--- src/hw/rtl/tfm_pkg.sv ---
// Shared constants, types and register map of the topic filter matcher.
`timescale 1ns / 1ps

package tfm_pkg;

   // Filter storage size and derived widths
   localparam int FILTER_MAX    = 32;
   localparam int CHAR_W        = 8;
   localparam int POS_W         = 6;
   localparam int IDX_W         = $clog2(FILTER_MAX);
   localparam int CSR_W         = 64;
   localparam int NUM_CHAR_REGS = FILTER_MAX * CHAR_W / CSR_W;
   localparam int CHAR_REG_W    = $clog2(NUM_CHAR_REGS);
   localparam int CSR_IDX_W     = 3;
   localparam int LEN_W         = 6;

   // Register indexes
   localparam logic [CSR_IDX_W-1:0] REG_CHARS_A = 3'd0;
   localparam logic [CSR_IDX_W-1:0] REG_CHARS_B = 3'd1;
   localparam logic [CSR_IDX_W-1:0] REG_CHARS_C = 3'd2;
   localparam logic [CSR_IDX_W-1:0] REG_CHARS_D = 3'd3;
   localparam logic [CSR_IDX_W-1:0] REG_LENGTH  = 3'd4;

   // Special characters
   localparam logic [CHAR_W-1:0] CH_PLUS   = 8'h2B;
   localparam logic [CHAR_W-1:0] CH_HASH   = 8'h23;
   localparam logic [CHAR_W-1:0] CH_SLASH  = 8'h2F;
   localparam logic [CHAR_W-1:0] CH_DOLLAR = 8'h24;

   typedef enum logic [1:0] {
      VERDICT_UNDECIDED,
      VERDICT_MATCH,
      VERDICT_FAIL
   } verdict_type;

   typedef logic [FILTER_MAX-1:0][CHAR_W-1:0] filter_chars_type;

   // Per-topic match state
   typedef struct packed {
      logic [POS_W-1:0] pos;
      logic             skipping;
      logic             sep_passed;
      logic             plain;
      logic             first;
      verdict_type      verdict;
   } tfm_state_type;

   localparam tfm_state_type STATE_CLEAR = '{
      pos:        '0,
      skipping:   1'b0,
      sep_passed: 1'b0,
      plain:      1'b0,
      first:      1'b1,
      verdict:    VERDICT_UNDECIDED
   };

endpackage

--- src/hw/rtl/tfm_step.sv ---
// Next-state logic for one topic character, plus the verdict on a terminator.
`timescale 1ns / 1ps

module tfm_step (
   input  tfm_pkg::tfm_state_type    cur_st,
   input  logic [7:0]                topic_char,
   input  tfm_pkg::filter_chars_type chars,
   input  logic [5:0]                len,
   output tfm_pkg::tfm_state_type    nxt_st,
   output logic                      matched
);
   import tfm_pkg::*;

   logic [FILTER_MAX-1:0] run_mask;
   logic [IDX_W-1:0]      run_idx;
   logic                  run_found;
   logic [CHAR_W-1:0]     run_char;
   logic [CHAR_W-1:0]     fch;
   logic                  plain_n;
   logic                  wild;

   // Find the first non-plus filter char at or after the position, inside the length
   always_comb begin
      run_idx = '0;
      for (int i = 0; i < FILTER_MAX; i++) begin
         run_mask[i] = (chars[i] != CH_PLUS) && (POS_W'(i) >= cur_st.pos) &&
                       (POS_W'(i) < len);
      end
      for (int i = FILTER_MAX - 1; i >= 0; i--) begin
         if (run_mask[i]) begin
            run_idx = IDX_W'(i);
         end
      end
   end

   assign run_found = |run_mask;
   assign run_char  = chars[run_idx];
   assign fch       = chars[cur_st.pos[IDX_W-1:0]];
   assign plain_n   = cur_st.first ? (topic_char != CH_DOLLAR) : cur_st.plain;
   assign wild      = plain_n | cur_st.sep_passed;

   // One character step
   always_comb begin
      nxt_st = cur_st;
      if (cur_st.verdict == VERDICT_UNDECIDED) begin
         nxt_st.plain = plain_n;
         nxt_st.first = 1'b0;
         if (!cur_st.skipping || topic_char == CH_SLASH) begin
            nxt_st.skipping = 1'b0;
            if (cur_st.pos >= len) begin
               nxt_st.verdict = VERDICT_FAIL;
            end else if (fch == CH_PLUS && wild) begin
               nxt_st.sep_passed = 1'b1;
               if (topic_char != CH_SLASH) begin
                  // plus eats the rest of this level
                  nxt_st.pos      = cur_st.pos + POS_W'(1);
                  nxt_st.skipping = 1'b1;
               end else if (!run_found) begin
                  nxt_st.verdict = VERDICT_FAIL;
               end else if (run_char == CH_HASH) begin
                  nxt_st.verdict = VERDICT_MATCH;
               end else if (run_char == CH_SLASH) begin
                  nxt_st.pos = POS_W'(run_idx) + POS_W'(1);
               end else begin
                  nxt_st.verdict = VERDICT_FAIL;
               end
            end else if (fch == CH_HASH && wild) begin
               nxt_st.verdict = VERDICT_MATCH;
            end else if (topic_char != fch) begin
               nxt_st.verdict = VERDICT_FAIL;
            end else begin
               if (fch == CH_SLASH) begin
                  nxt_st.sep_passed = 1'b1;
               end
               nxt_st.pos = cur_st.pos + POS_W'(1);
            end
         end
      end
   end

   // Verdict on terminator: undecided matches only if the filter is used up
   always_comb begin
      unique case (cur_st.verdict)
         VERDICT_MATCH:     matched = 1'b1;
         VERDICT_FAIL:      matched = 1'b0;
         VERDICT_UNDECIDED: matched = (cur_st.pos >= len);
         default:           matched = 1'b0;
      endcase
   end

endmodule

--- src/hw/rtl/topic_filter_matcher.sv ---
// Top level of the topic filter matcher: input stage, match state, result register.
//
//   channel  | dir | handshake             | payload
//   ---------+-----+-----------------------+------------------------------------
//   req_     | in  | tvalid / tready       | tdata[7:0] topic_char, tlast end_of_topic
//   rsp_     | out | tvalid / tready       | tdata[0] matched, tdata[7:1] zero
//   csr_     | in  | we, no wait           | index[2:0], wdata[63:0]
//
// One item per cycle sustained while no result is stalled; a terminator's result passes
// through the input register, then the result register.
// The match state is registered, computed from the input register and the filter.
// Reset is synchronous and clears the filter, length and match state at once.
// A stalled result holds a terminator in the input register, and every later
// item waits behind it; characters ahead of that terminator keep flowing.
`timescale 1ns / 1ps

module topic_filter_matcher (
   input  logic        clock,
   input  logic        reset,
   input  logic        req_tvalid,
   output logic        req_tready,
   input  logic [7:0]  req_tdata,   // [7:0] topic_char
   input  logic        req_tlast,   // end_of_topic
   output logic        rsp_tvalid,
   input  logic        rsp_tready,
   output logic [7:0]  rsp_tdata,   // [0] matched, [7:1] zero
   input  logic        csr_we,
   input  logic [2:0]  csr_index,
   input  logic [63:0] csr_wdata
);
   import tfm_pkg::*;

   logic [NUM_CHAR_REGS-1:0][CSR_W-1:0] filter_ff;
   logic [LEN_W-1:0]  length_ff;
   logic [LEN_W-1:0]  len_used;

   logic              in_valid_ff, in_valid_in;
   logic [CHAR_W-1:0] in_char_ff;
   logic              in_last_ff;

   tfm_state_type     state_ff, state_in, step_st;
   logic              step_matched;

   logic              rsp_valid_ff, rsp_valid_in;
   logic              rsp_matched_ff;

   logic              req_take;
   logic              out_free;
   logic              in_go;
   filter_chars_type  chars;

   // Configuration registers
   always_ff @(posedge clock) begin
      if (reset) begin
         filter_ff <= '0;
         length_ff <= '0;
      end else if (csr_we) begin
         priority if (csr_index == REG_LENGTH) begin
            length_ff <= csr_wdata[LEN_W-1:0];
         end else if (csr_index < CSR_IDX_W'(NUM_CHAR_REGS)) begin
            filter_ff[csr_index[CHAR_REG_W-1:0]] <= csr_wdata;
         end
      end
   end

   assign chars    = filter_ff;
   assign len_used = (length_ff > LEN_W'(FILTER_MAX)) ? LEN_W'(FILTER_MAX) : length_ff;

   // Handshake
   assign out_free   = !rsp_valid_ff || rsp_tready;
   assign in_go      = in_valid_ff && (!in_last_ff || out_free);
   assign req_tready = !in_valid_ff || in_go;
   assign req_take   = req_tvalid && req_tready;

   tfm_step u_step (
      .cur_st     (state_ff),
      .topic_char (in_char_ff),
      .chars      (chars),
      .len        (len_used),
      .nxt_st     (step_st),
      .matched    (step_matched)
   );

   // Next values
   always_comb begin
      in_valid_in  = req_take ? 1'b1 : (in_go ? 1'b0 : in_valid_ff);
      state_in     = state_ff;
      if (in_go) begin
         state_in = in_last_ff ? STATE_CLEAR : step_st;
      end
      rsp_valid_in = (in_go && in_last_ff) ? 1'b1 : (rsp_tready ? 1'b0 : rsp_valid_ff);
   end

   // Control registers
   always_ff @(posedge clock) begin
      if (reset) begin
         in_valid_ff  <= 1'b0;
         state_ff     <= STATE_CLEAR;
         rsp_valid_ff <= 1'b0;
      end else begin
         in_valid_ff  <= in_valid_in;
         state_ff     <= state_in;
         rsp_valid_ff <= rsp_valid_in;
      end
   end

   // Payload registers
   always_ff @(posedge clock) begin
      if (req_take) begin
         in_char_ff <= req_tdata;
         in_last_ff <= req_tlast;
      end
      if (in_go && in_last_ff) begin
         rsp_matched_ff <= step_matched;
      end
   end

   assign rsp_tvalid = rsp_valid_ff;
   assign rsp_tdata  = {7'b0, rsp_matched_ff};

endmodule

--- config.mk ---
export PLATFORM = sky130hd
export DESIGN_NAME = topic_filter_matcher
export DESIGN_NICKNAME = d
export VERILOG_FILES = /design/src/hw/rtl/tfm_pkg.sv /design/src/hw/rtl/tfm_step.sv /design/src/hw/rtl/topic_filter_matcher.sv
export SDC_FILE = /design/constraint.sdc
export NUM_CORES = 1
export LEC_CHECK = 0
export ABC_AREA = 1
export ABC_CLOCK_PERIOD_IN_PS = 9800
export BUFFER_PORTS_ARGS = -buffer_cell sky130_fd_sc_hd__buf_2
export CAP_MARGIN = 20
export CORE_MARGIN = 5
export CORE_UTILIZATION = 30
export CTS_CLUSTER_DIAMETER = 150
export DETAILED_ROUTE_END_ITERATION = 12
export GPL_TIMING_DRIVEN = 0
export SLEW_MARGIN = 10
export SYNTH_ARGS = -nofsm -noshare
export SYNTH_HDL_FRONTEND = slang
export SYNTH_SLANG_ARGS = --single-unit
--- constraint.sdc ---
create_clock -name clock -period 9.8 [get_ports clock]
set_input_delay 1.96 -clock clock [delete_from_list [all_inputs] [get_ports clock]]
set_output_delay 1.96 -clock clock [all_outputs]
set_load 0.01 [all_outputs]
==> impl_metrics.toml, run 1 <==
[sta]
timing.slew.headroom_pct = 18.45
worst_pin_slew_ns = 1.223
finalSetupTns_ns = 0
drv_slew = 0
rsz0062_at_grt = "no"
fmax_mhz = 125.9
clock_skew_ns = 0.02532
finalHoldViolations = 0
setup_viol = 0
period_needed_ns = 7.945
post-route-period-util_pct = 81.07

[cts]
cts_buffers = 36
cts_tree = "done"
clk_pin_slew_ns = 0.06
cts_setup_buffers = 0
ctsHoldBuffers = 0
clockBufferDepth = 3
clkSinkCount = 286
htreeDepth = 2
clockRootBuffer = "clkbuf_16"
clk_latency_ns = 0.57
ctsResizeCount = 0

[critical_path]
rr_worst_depth = 31
worstPathMaxFanout = 12
end_kind = "flop"
cp_num_cells = 31
worstPathRequired_ns = 10.25
critPathBufInv = 11
criticalPathCategory = "reg -> reg"
crit_path_frequent_cell = "clkbuf_1"
crit_arrival_ns = 8.39
cp-start-kind = "flop"
slowest_delay_ns = 0.75
critPathTopFamily = "buffers and inverters"
crit_slowest_cell = "clkbuf_1"

[routing]
post_drt_via_cell_ratio = 5.904
postRouteAntennaNets = 0
num_vias = 20070
drt-initial-drc-count = 3123
first_pass_iters = 6
wl_per_cell_um = 29.10
wl_mm = 98.92
drc_errors = 0

[floorplan]
dieArea_um2 = 58800
die_w_um = 242.5
die_h_um = 242.5
start_util_pct = 30.19
rows = 85
core_um2 = 53710
io_pins = 91

[yosys]
netlist_area_um2 = 16210
yosysUniqueCellTypes = 55
synth_flop_cell = "dfxtp_1"
yosys-top-cells-area = "dfxtp_1 (34%), o21ai_0 (13%), nor2_1 (12%), nand2_1 (7.8%), a21oi_1 (5.8%)"
synth-edff-count = 10
ys_ff_latch = 286
synth_top_area_cell = "dfxtp_1"
yosysSeqAreaShare_pct = 35.93
yosysWarnings = 0
synth.top_cell.area_share_pct = 34.08
async_flop_share_pct = 0
syn_inst = 2548
avgSynthCellArea_um2 = 6.364

[place]
place_congestion = 1.131
io_buffers = 83
placed_area_um2 = 17540
dp_hpwl_mm = 78.12

[final_layout]
area_delta_synth_final_pct = 15.74
fin_area_um2 = 18770
finalNetCount = 2768
final_common_cell = "nor2_1"
final_cell_mix = "nor2_1 (512), o21ai_0 (437), nand2_1 (339)"
n_antenna_cell = 0
drive_gt1_share_pct = 7.288

[min_path]
hold_depth = 2
hold_class = "reg -> reg"

[power_and_ir_drop]
power.density_nw_per_um2 = 200.4
p_leak_uw = 0.007367
vdd_drop_max_mv = 0.1084
total_power_uw = 3760

[outcome]
status = "finished, final reports clean"

[global_route]
grt_max_degree = 14
antenna_found_initial = 4
grt_use_total_pct = 31.82
overflow = 0
grt_pass1_vias = 18040
grt_first_pass_wirelength_mm = 136.0

[job]
cap_violations = 0
[synthesized netlist by cell type, types with 7 or more instances]
cell type  count
buf_2         16
buf_4          8
nor4_1         9
clkbuf_1     131
nand4_1       21
o2111ai_1     10
xor2_1         7
edfxtp_1      10
ha_1          11
nand3_1      181
o41ai_1        7
dfxtp_1      276
buf_6          7
nand2_1      339
o221ai_1       8
o21ai_0      437
o211ai_1      21
nor3_1        34
a21oi_1      189
o21ai_1       11
a31oi_1        9
o22ai_1        8
nor2_1       512
buf_1          8
o21a_1        13
inv_1        201
[cell families (layout without fill, tap and decap cells)]
kind of cell               after synthesis  in the layout  share of synthesized area, %
buffers and inverters                  381            530                         9.453
and+or+nand+nor                       1118           1118                         28.44
AOI/OAI and AO/OA                      741            741                         24.76
DFF                                    286            286                         35.93
xor gates and xnor gates                10             10                        0.5402
adders and majority gates               11             11                        0.8488
other                                    1              7                       0.02313
[power by group]
| part | internal (µW) | switching (µW) | leakage (µW) |
|---|---|---|---|
| sequential | 1210 | 53.2 | 0.00234 |
| combinational | 269 | 796 | 0.00442 |
| clock | 844 | 585 | 0.000608 |
[stage by stage]
stage | utilization [%] | cells | hold WS, ns | worst slack, ns
2_1_floorplan | - | 2554 | 0.4321 | 5.330
3_3_place_gp | 32.63 | 3333 | 0.4514 | 2.319
3_5_place_dp | 32.65 | 3334 | 0.4561 | 2.275
4_1_cts | 34.94 | 3399 | 0.4692 | 2.271
5_1_grt | 34.94 | 3399 | 0.4950 | 1.707
6_report | 34.94 | 3399 | 0.4682 | 1.855
[path summary, 6_finish.rpt]
kind	from	endpoint	slack, ns
setup / recovery	state_ff[6]	state_ff[7]	1.85
hold reg to reg	state_ff[4]	state_ff[4]	0.47
setup reg to reg	state_ff[6]	state_ff[7]	1.85
hold / removal	state_ff[4]	state_ff[4]	0.47
[flip-flops by register name (all words and copies together), names as in the netlist]
| name | cells |
|---|---|
| chars | 256 |
| state_ff | 12 |
| in_char_ff | 8 |
| length_ff | 6 |
| in_last_ff | 1 |
| in_valid_ff | 1 |
| rsp_matched_ff | 1 |
| rsp_tvalid | 1 |
[tightest hold or removal path, delay by kind of cell (launching register included)]
kind | cells | cell delay (ns)
DFF | 1 | 0.31
AOI/OAI and AO/OA | 1 | 0.06
buffers and inverters | 1 | 0.05
[layout make-up]
class / count / area [µm²]
Clock inverter: 22 / 262.8
Tap cell: 696 / 870.8
Inverter: 211 / 792.0
Multi-Input combinational cell: 1887 / 8884
Clock buffer: 43 / 968.4
Buffer: 170 / 740.7
Sequential cell: 286 / 5826
Timing Repair Buffer: 84 / 422.9
Fill cell: 5997 / 34940
[routing by layer]
layer	GRT usage [%]	up-vias	part of all wire, %
li1	-	8786	-
met1	41.99	9439	39
met2	47.17	1455	41
met3	7.910	378	12
met4	18.55	10	7.9
met5	0	-	0.066
Note: power is estimated with default switching activity, not from simulation.
==> run 2: changes to the inputs <==
--- a/config.mk
+++ b/config.mk
@@ -5,8 +5,8 @@
 export SDC_FILE = /design/constraint.sdc
 export NUM_CORES = 1
 export LEC_CHECK = 0
-export ABC_AREA = 1
-export ABC_CLOCK_PERIOD_IN_PS = 9800
+export ABC_AREA = 0
+export ABC_CLOCK_PERIOD_IN_PS = 7140
 export BUFFER_PORTS_ARGS = -buffer_cell sky130_fd_sc_hd__buf_2
 export CAP_MARGIN = 20
 export CORE_MARGIN = 5
==> constraint.sdc (replaced) <==
create_clock -name clock -period 7.14 [get_ports clock]
set_input_delay 1.428 -clock clock [delete_from_list [all_inputs] [get_ports clock]]
set_output_delay 1.428 -clock clock [all_outputs]
set_load 0.01 [all_outputs]
==> impl_metrics.toml, run 2 <==
[routing]
num_vias = 16610
first_pass_iters = 6
drc_errors = 0
wl_per_cell_um = 30.77
drt-initial-drc-count = 2061
post_drt_via_cell_ratio = 5.946
postRouteAntennaNets = 0
wl_mm = 85.95

[yosys]
synth_common_cells = "nand2_1 (588), a21oi_1 (290), dfxtp_1 (276)"
yosysSeqAreaShare_pct = 36.59
ys_ff_latch = 286
syn_inst = 1950
synth-edff-count = 10
yosysUniqueCellTypes = 88
yosys.cell_count.top_type = "nand2_1"
synth_flop_cell = "dfxtp_1"
synth_top_area_cell = "dfxtp_1"
avgSynthCellArea_um2 = 8.165
synth.top_cell.area_share_pct = 34.70
yosys-top-cells-area = "dfxtp_1 (35%), nand2_1 (14%), mux4_2 (9.9%), a21oi_1 (9.1%), mux2i_1 (4.3%)"
async_flop_share_pct = 0
netlist_area_um2 = 15920
yosysWarnings = 0

[min_path]
hold_class = "reg -> reg"
min_from = "chars[4]"
hold_end = "chars[4]"
hold_depth = 2

[critical_path]
worstPathRequired_ns = 7.61
worstPathMaxFanout = 19
rr_worst_depth = 19
crit_arrival_ns = 7.37
criticalPathCategory = "reg -> reg"
r2r_setup_slack_ns = 0.24
cp-start-kind = "flop"
r2r-start = "state_ff[7]"
regToRegEndpoint = "state_ff[1]"
end_kind = "flop"

[floorplan]
die_w_um = 240.4
io_pins = 91
rows = 84
core_um2 = 52550
start_util_pct = 30.30
die_h_um = 240.4
dieArea_um2 = 57780

[cts]
clk_pin_slew_ns = 0.07
cts_tree = "done"
clockBufferDepth = 3
clockRootBuffer = "clkbuf_16"
cts_buffers = 30
htreeDepth = 1
clkSinkCount = 286
clk_latency_ns = 0.58
ctsHoldBuffers = 0

[job]
cap_violations = 0

[power_and_ir_drop]
power.density_nw_per_um2 = 217.6
p_leak_uw = 0.006137
vdd_drop_max_mv = 0.2129
power_frac_clock_pct = 40.2
seqPwrFrac_pct = 42.6
sw_frac_of_total_pct = 30.49
switchingPower_uw = 1217
internal_power_uw = 2775
pwr-share-comb_pct = 17.2

[global_route]
grt_pass1_vias = 15590
grt_max_degree = 20
overflow = 0
grt_first_pass_wirelength_mm = 117.7
antenna_found_initial = 2
grt_use_total_pct = 28.63

[sta]
fmax_mhz = 145.0
setup_viol = 0
finalHoldViolations = 0
fin_hold_ws_ns = 0.4783
timing.slew.headroom_pct = 18.55
worst_pin_slew_ns = 1.205
worst_slack_ns = 0.2445
post-route-period-util_pct = 96.58
finalSetupTns_ns = 0
period_needed_ns = 6.896
clock_skew_ns = 0.01669
drv_slew = 0
rsz0062_at_grt = "no"

[final_layout]
finalNetCount = 2173
n_antenna_cell = 0
fin_cells = 2793
n_fill_cell = 5535
fin_util_pct = 34.91
area_delta_synth_final_pct = 15.23
drive_gt1_share_pct = 14.49
final_common_cell = "nand2_1"
final_cell_mix = "nand2_1 (588), a21oi_1 (290), dfxtp_1 (276)"
largest_reg_flops = 256

[place]
pre_cts_ws_ns = -0.3192
place_congestion = 1.102
place_inst = 2734
io_buffers = 81
dp_hpwl_mm = 69.93

[outcome]
status = "finished, final reports clean"
[run 2: changes by cell type in the layout (fill, tap and decap cells not counted), sizes merged, moves of 17 or more]
cell	previous run	this run
a21oi	189	291
and4b	0	18
buf	123	146
clkbuf	174	144
inv	208	25
mux2i	0	69
mux4	0	70
nand2	345	589
nand3	183	34
nor2	517	59
nor2b	0	17
nor3	34	14
nor4b	1	21
o21ai	449	25
[run 2: layout make-up]
| cell class | count | area (µm²) | share of cell area, % |
|---|---|---|---|
| multi-input combinational | 1494 | 9435 | 51.43 |
| sequential | 286 | 5826 | 31.75 |
| clock buffer | 44 | 904.6 | 4.931 |
| tap | 688 | 860.8 | 4.692 |
| buffer | 151 | 645.6 | 3.519 |
| timing repair buffer | 95 | 478.0 | 2.605 |
| clock inverter | 12 | 107.6 | 0.5865 |
| inverter | 23 | 88.84 | 0.4842 |
[run 2: logic make-up after synthesis]
kind of cell	count (synthesis)	share of synthesized area, %
AND/OR/NAND/NOR	863	24.83
AO/OA/AOI/OAI	446	17.07
flip-flops	286	36.59
buffers and inverters	176	4.644
multiplexers	152	15.16
XOR/XNOR	15	0.8252
adder cells (fa/ha/maj)	11	0.8644
other	1	0.02355
[run 2: per-layer routing]
metal | up-vias | part of all wire [%] | GRT usage, %
li1 | 7199 | - | -
met2 | 907 | 46 | 47.07
met5 | - | 0 | 0
met4 | 0 | 5.9 | 13.39
met1 | 8298 | 40 | 37.10
met3 | 203 | 7.8 | 4.336
[run 2: repair_timing]
action,CTS,global route
setup endpoints to repair,8,8
resized for setup,3,2
endpoints found under the hold margin,0,0
setup buffers,0,0
[run 2: power groups by stage]
stage / Combinational [µW] / Sequential (µW) / Clock (µW)
6_report: 687 / 1700 / 1600
3_5_place_dp: 663 / 1730 / 0
3_3_place_gp: 664 / 1730 / 0
2_1_floorplan: 410 / 1700 / 0
4_1_cts: 669 / 1700 / 1610
5_1_grt: 718 / 1700 / 1680
[run 2: metrics by stage]
| stage | instance area, µm² | power, µW |
|---|---|---|
| 6_report | 18350 | 3992 |
| 2_1_floorplan | 15940 | 2107 |
| 3_5_place_dp | 17300 | 2397 |
| 4_1_cts | 18330 | 3979 |
| 5_1_grt | 18350 | 4092 |
| 3_3_place_gp | 17210 | 2396 |
[run 2: how the worst max path moves through the flow]
stage	start	end
global placement	state_ff[6]	state_ff[1]
finish	state_ff[7]	state_ff[1]
CTS	state_ff[6]	state_ff[1]
detailed placement	state_ff[6]	state_ff[1]
floorplan	state_ff[6]	state_ff[1]
global route	state_ff[6]	state_ff[1]
[run 2: worst max-delay path: stages (launching register included)]
cell	delay, ns
dfxtp_1	0.36
buf_2	0.36
inv_1	0.19
clkbuf_1	0.81
ha_1	0.50
inv_1	0.13
a221oi_1	0.54
a21boi_0	0.33
a2111oi_0	0.43
o311ai_1	0.18
a32oi_2	0.71
inv_2	0.27
buf_1	0.33
nand3b_1	0.24
o22ai_1	0.11
a311oi_1	0.29
o211ai_2	0.23
nor4_1	0.32
o21ai_1	0.16
a32o_1	0.24
==> run 3: changes to the inputs <==
--- a/config.mk
+++ b/config.mk
@@ -14,6 +14,7 @@
 export CTS_CLUSTER_DIAMETER = 150
 export DETAILED_ROUTE_END_ITERATION = 12
 export GPL_TIMING_DRIVEN = 0
+export RECOVER_POWER = 100
 export SLEW_MARGIN = 10
 export SYNTH_ARGS = -nofsm -noshare
 export SYNTH_HDL_FRONTEND = slang
==> impl_metrics.toml, run 3 (synthesis gave the netlist of run 2 again) <==
[sta]
drv_slew = 0
worst_pin_slew_ns = 1.224
post-route-period-util_pct = 95.82
finalSetupTns_ns = 0
fmax_mhz = 146.2
timing.slew.headroom_pct = 17.22
clock_skew_ns = 0.01696
finalHoldViolations = 0
rsz0062_at_grt = "no"
setup_viol = 0
period_needed_ns = 6.842

[global_route]
grt_pass1_vias = 15590
antenna_found_initial = 2
overflow = 0
grt_max_degree = 20
grt_use_total_pct = 28.63
grt_first_pass_wirelength_mm = 117.7
grt_use_met1_pct = 37.10
busiest_layer = "met2"
met2_usage_pct = 47.07
met3_usage_pct = 4.336

[place]
place_congestion = 1.102
dp_hpwl_mm = 69.93
placed_area_um2 = 17300
io_buffers = 81

[critical_path]
slowest_delay_ns = 0.82
worstPathMaxFanout = 19
regToRegEndpoint = "state_ff[1]"
cp_cell_sequence = "buf_2, inv_1, clkbuf_1, ha_1, inv_1, or2_2, a221oi_1, o21bai_1, a211oi_1, o21ai_0, a32oi_2, inv_2, clkbuf_1, nand3b_1, o22ai_1, a311oi_1, o211ai_1, nor4_1, o21ai_1, a32o_1"
r2r_setup_slack_ns = 0.30
criticalPathCategory = "reg -> reg"
rr_worst_depth = 20
worstPathRequired_ns = 7.61
cp-start-kind = "flop"
crit_arrival_ns = 7.31
crit_slowest_cell = "clkbuf_1"
end_kind = "flop"
r2r-start = "state_ff[7]"
crit_path_start = "state_ff[7]"

[min_path]
hold_depth = 2
hold_end = "chars[124]"
min_from = "chars[124]"
hold_class = "reg -> reg"

[power_and_ir_drop]
internal_power_uw = 2774
p_leak_uw = 0.006122
switchingPower_uw = 1211
vdd_drop_max_mv = 0.2132
pwr-share-comb_pct = 17.1
seqPwrFrac_pct = 42.7
power_frac_clock_pct = 40.2
power.density_nw_per_um2 = 217.5
sw_frac_of_total_pct = 30.39

[job]
cap_violations = 0

[routing]
postRouteAntennaNets = 0
post_drt_via_cell_ratio = 5.894
drc_errors = 0
first_pass_iters = 8
wl_per_cell_um = 30.71
num_vias = 16460
wl_mm = 85.79
drt-initial-drc-count = 1917

[cts]
clkSinkCount = 286
clk_pin_slew_ns = 0.06
clk_latency_ns = 0.58
cts_tree = "done"
clockBufferDepth = 3
cts_buffers = 30
htreeDepth = 1
clockRootBuffer = "clkbuf_16"

[final_layout]
n_antenna_cell = 0
largest_reg_flops = 256
final_cell_mix = "nand2_1 (588), a21oi_1 (290), dfxtp_1 (276)"
final_common_cell = "nand2_1"
drive_gt1_share_pct = 14.30
area_delta_synth_final_pct = 15.10
finalNetCount = 2173
fin_area_um2 = 18330

[floorplan]
die_h_um = 240.4
dieArea_um2 = 57780
core_um2 = 52550
die_w_um = 240.4
rows = 84
io_pins = 91
start_util_pct = 30.30

[outcome]
status = "finished, final reports clean"
-- run 3: power by group through the flow --
| stage | sequential, µW | combinational (µW) | clock [µW] |
|---|---|---|---|
| floorplan | 1700 | 410 | 0 |
| global placement | 1730 | 664 | 0 |
| detailed placement | 1730 | 663 | 0 |
| CTS | 1700 | 669 | 1610 |
| global route | 1700 | 713 | 1680 |
| finish | 1700 | 680 | 1600 |
-- run 3: metrics by stage --
step / worst slack [ns] / total power (µW) / util, % / hold WS (ns) / cells
final: 0.2983 / 3986 / 34.87 / 0.4782 / 2793
after global routing: 0.04606 / 4087 / 34.87 / 0.4942 / 2793
after floorplan: 2.252 / 2107 / - / 0.4411 / 1956
after global placement: -0.3561 / 2396 / 32.75 / 0.4563 / 2725
after CTS: 0.07961 / 3979 / 34.87 / 0.4759 / 2789
after detailed placement: -0.3192 / 2397 / 32.92 / 0.4618 / 2734
-- run 3: worst max-delay path by stage --
stage | to | slack, ns | cells past startpoint
floorplan | state_ff[1] | 2.25 | 23
global placement | state_ff[1] | -0.36 | 23
detailed placement | state_ff[1] | -0.32 | 24
CTS | state_ff[1] | 0.08 | 24
global route | state_ff[1] | 0.05 | 20
finish | state_ff[1] | 0.30 | 20
-- run 3: timing repair --
| action | 4_1_cts | 5_1_grt |
|---|---|---|
| hold buffers | 0 | 0 |
| pin swaps | 0 | 0 |
| endpoints found under the setup margin | 8 | 8 |
| setup buffers | 0 | 0 |
| resized for setup | 3 | 2 |
| hold endpoints to repair | 0 | 0 |
-- run 3: area by class of cell --
| class | instances | area (µm²) |
|---|---|---|
| inverter | 23 | 88.84 |
| timing repair buffer | 95 | 474.2 |
| buffer | 151 | 645.6 |
| clock buffer | 44 | 904.6 |
| sequential | 286 | 5826 |
| fill | 5539 | 34220 |
| tap | 688 | 860.8 |
| clock inverter | 12 | 107.6 |
| multi-input combinational | 1494 | 9419 |
-- run 3: worst max-delay path: cells and delay by family, from the launching register on --
kind	cells	cell delay (ns)
DFF	1	0.36
buffers and inverters	6	2.09
adders and majority gates	1	0.48
AOI/OAI and AO/OA	10	2.86
and+or+nand+nor	3	0.87
-- run 3: layer usage --
metal / vias to the layer above / part of all wire, %
li1: 7204 / -
met1: 8188 / 40
met2: 856 / 46
met3: 215 / 7.8
met4: 0 / 6.3
met5: - / 0
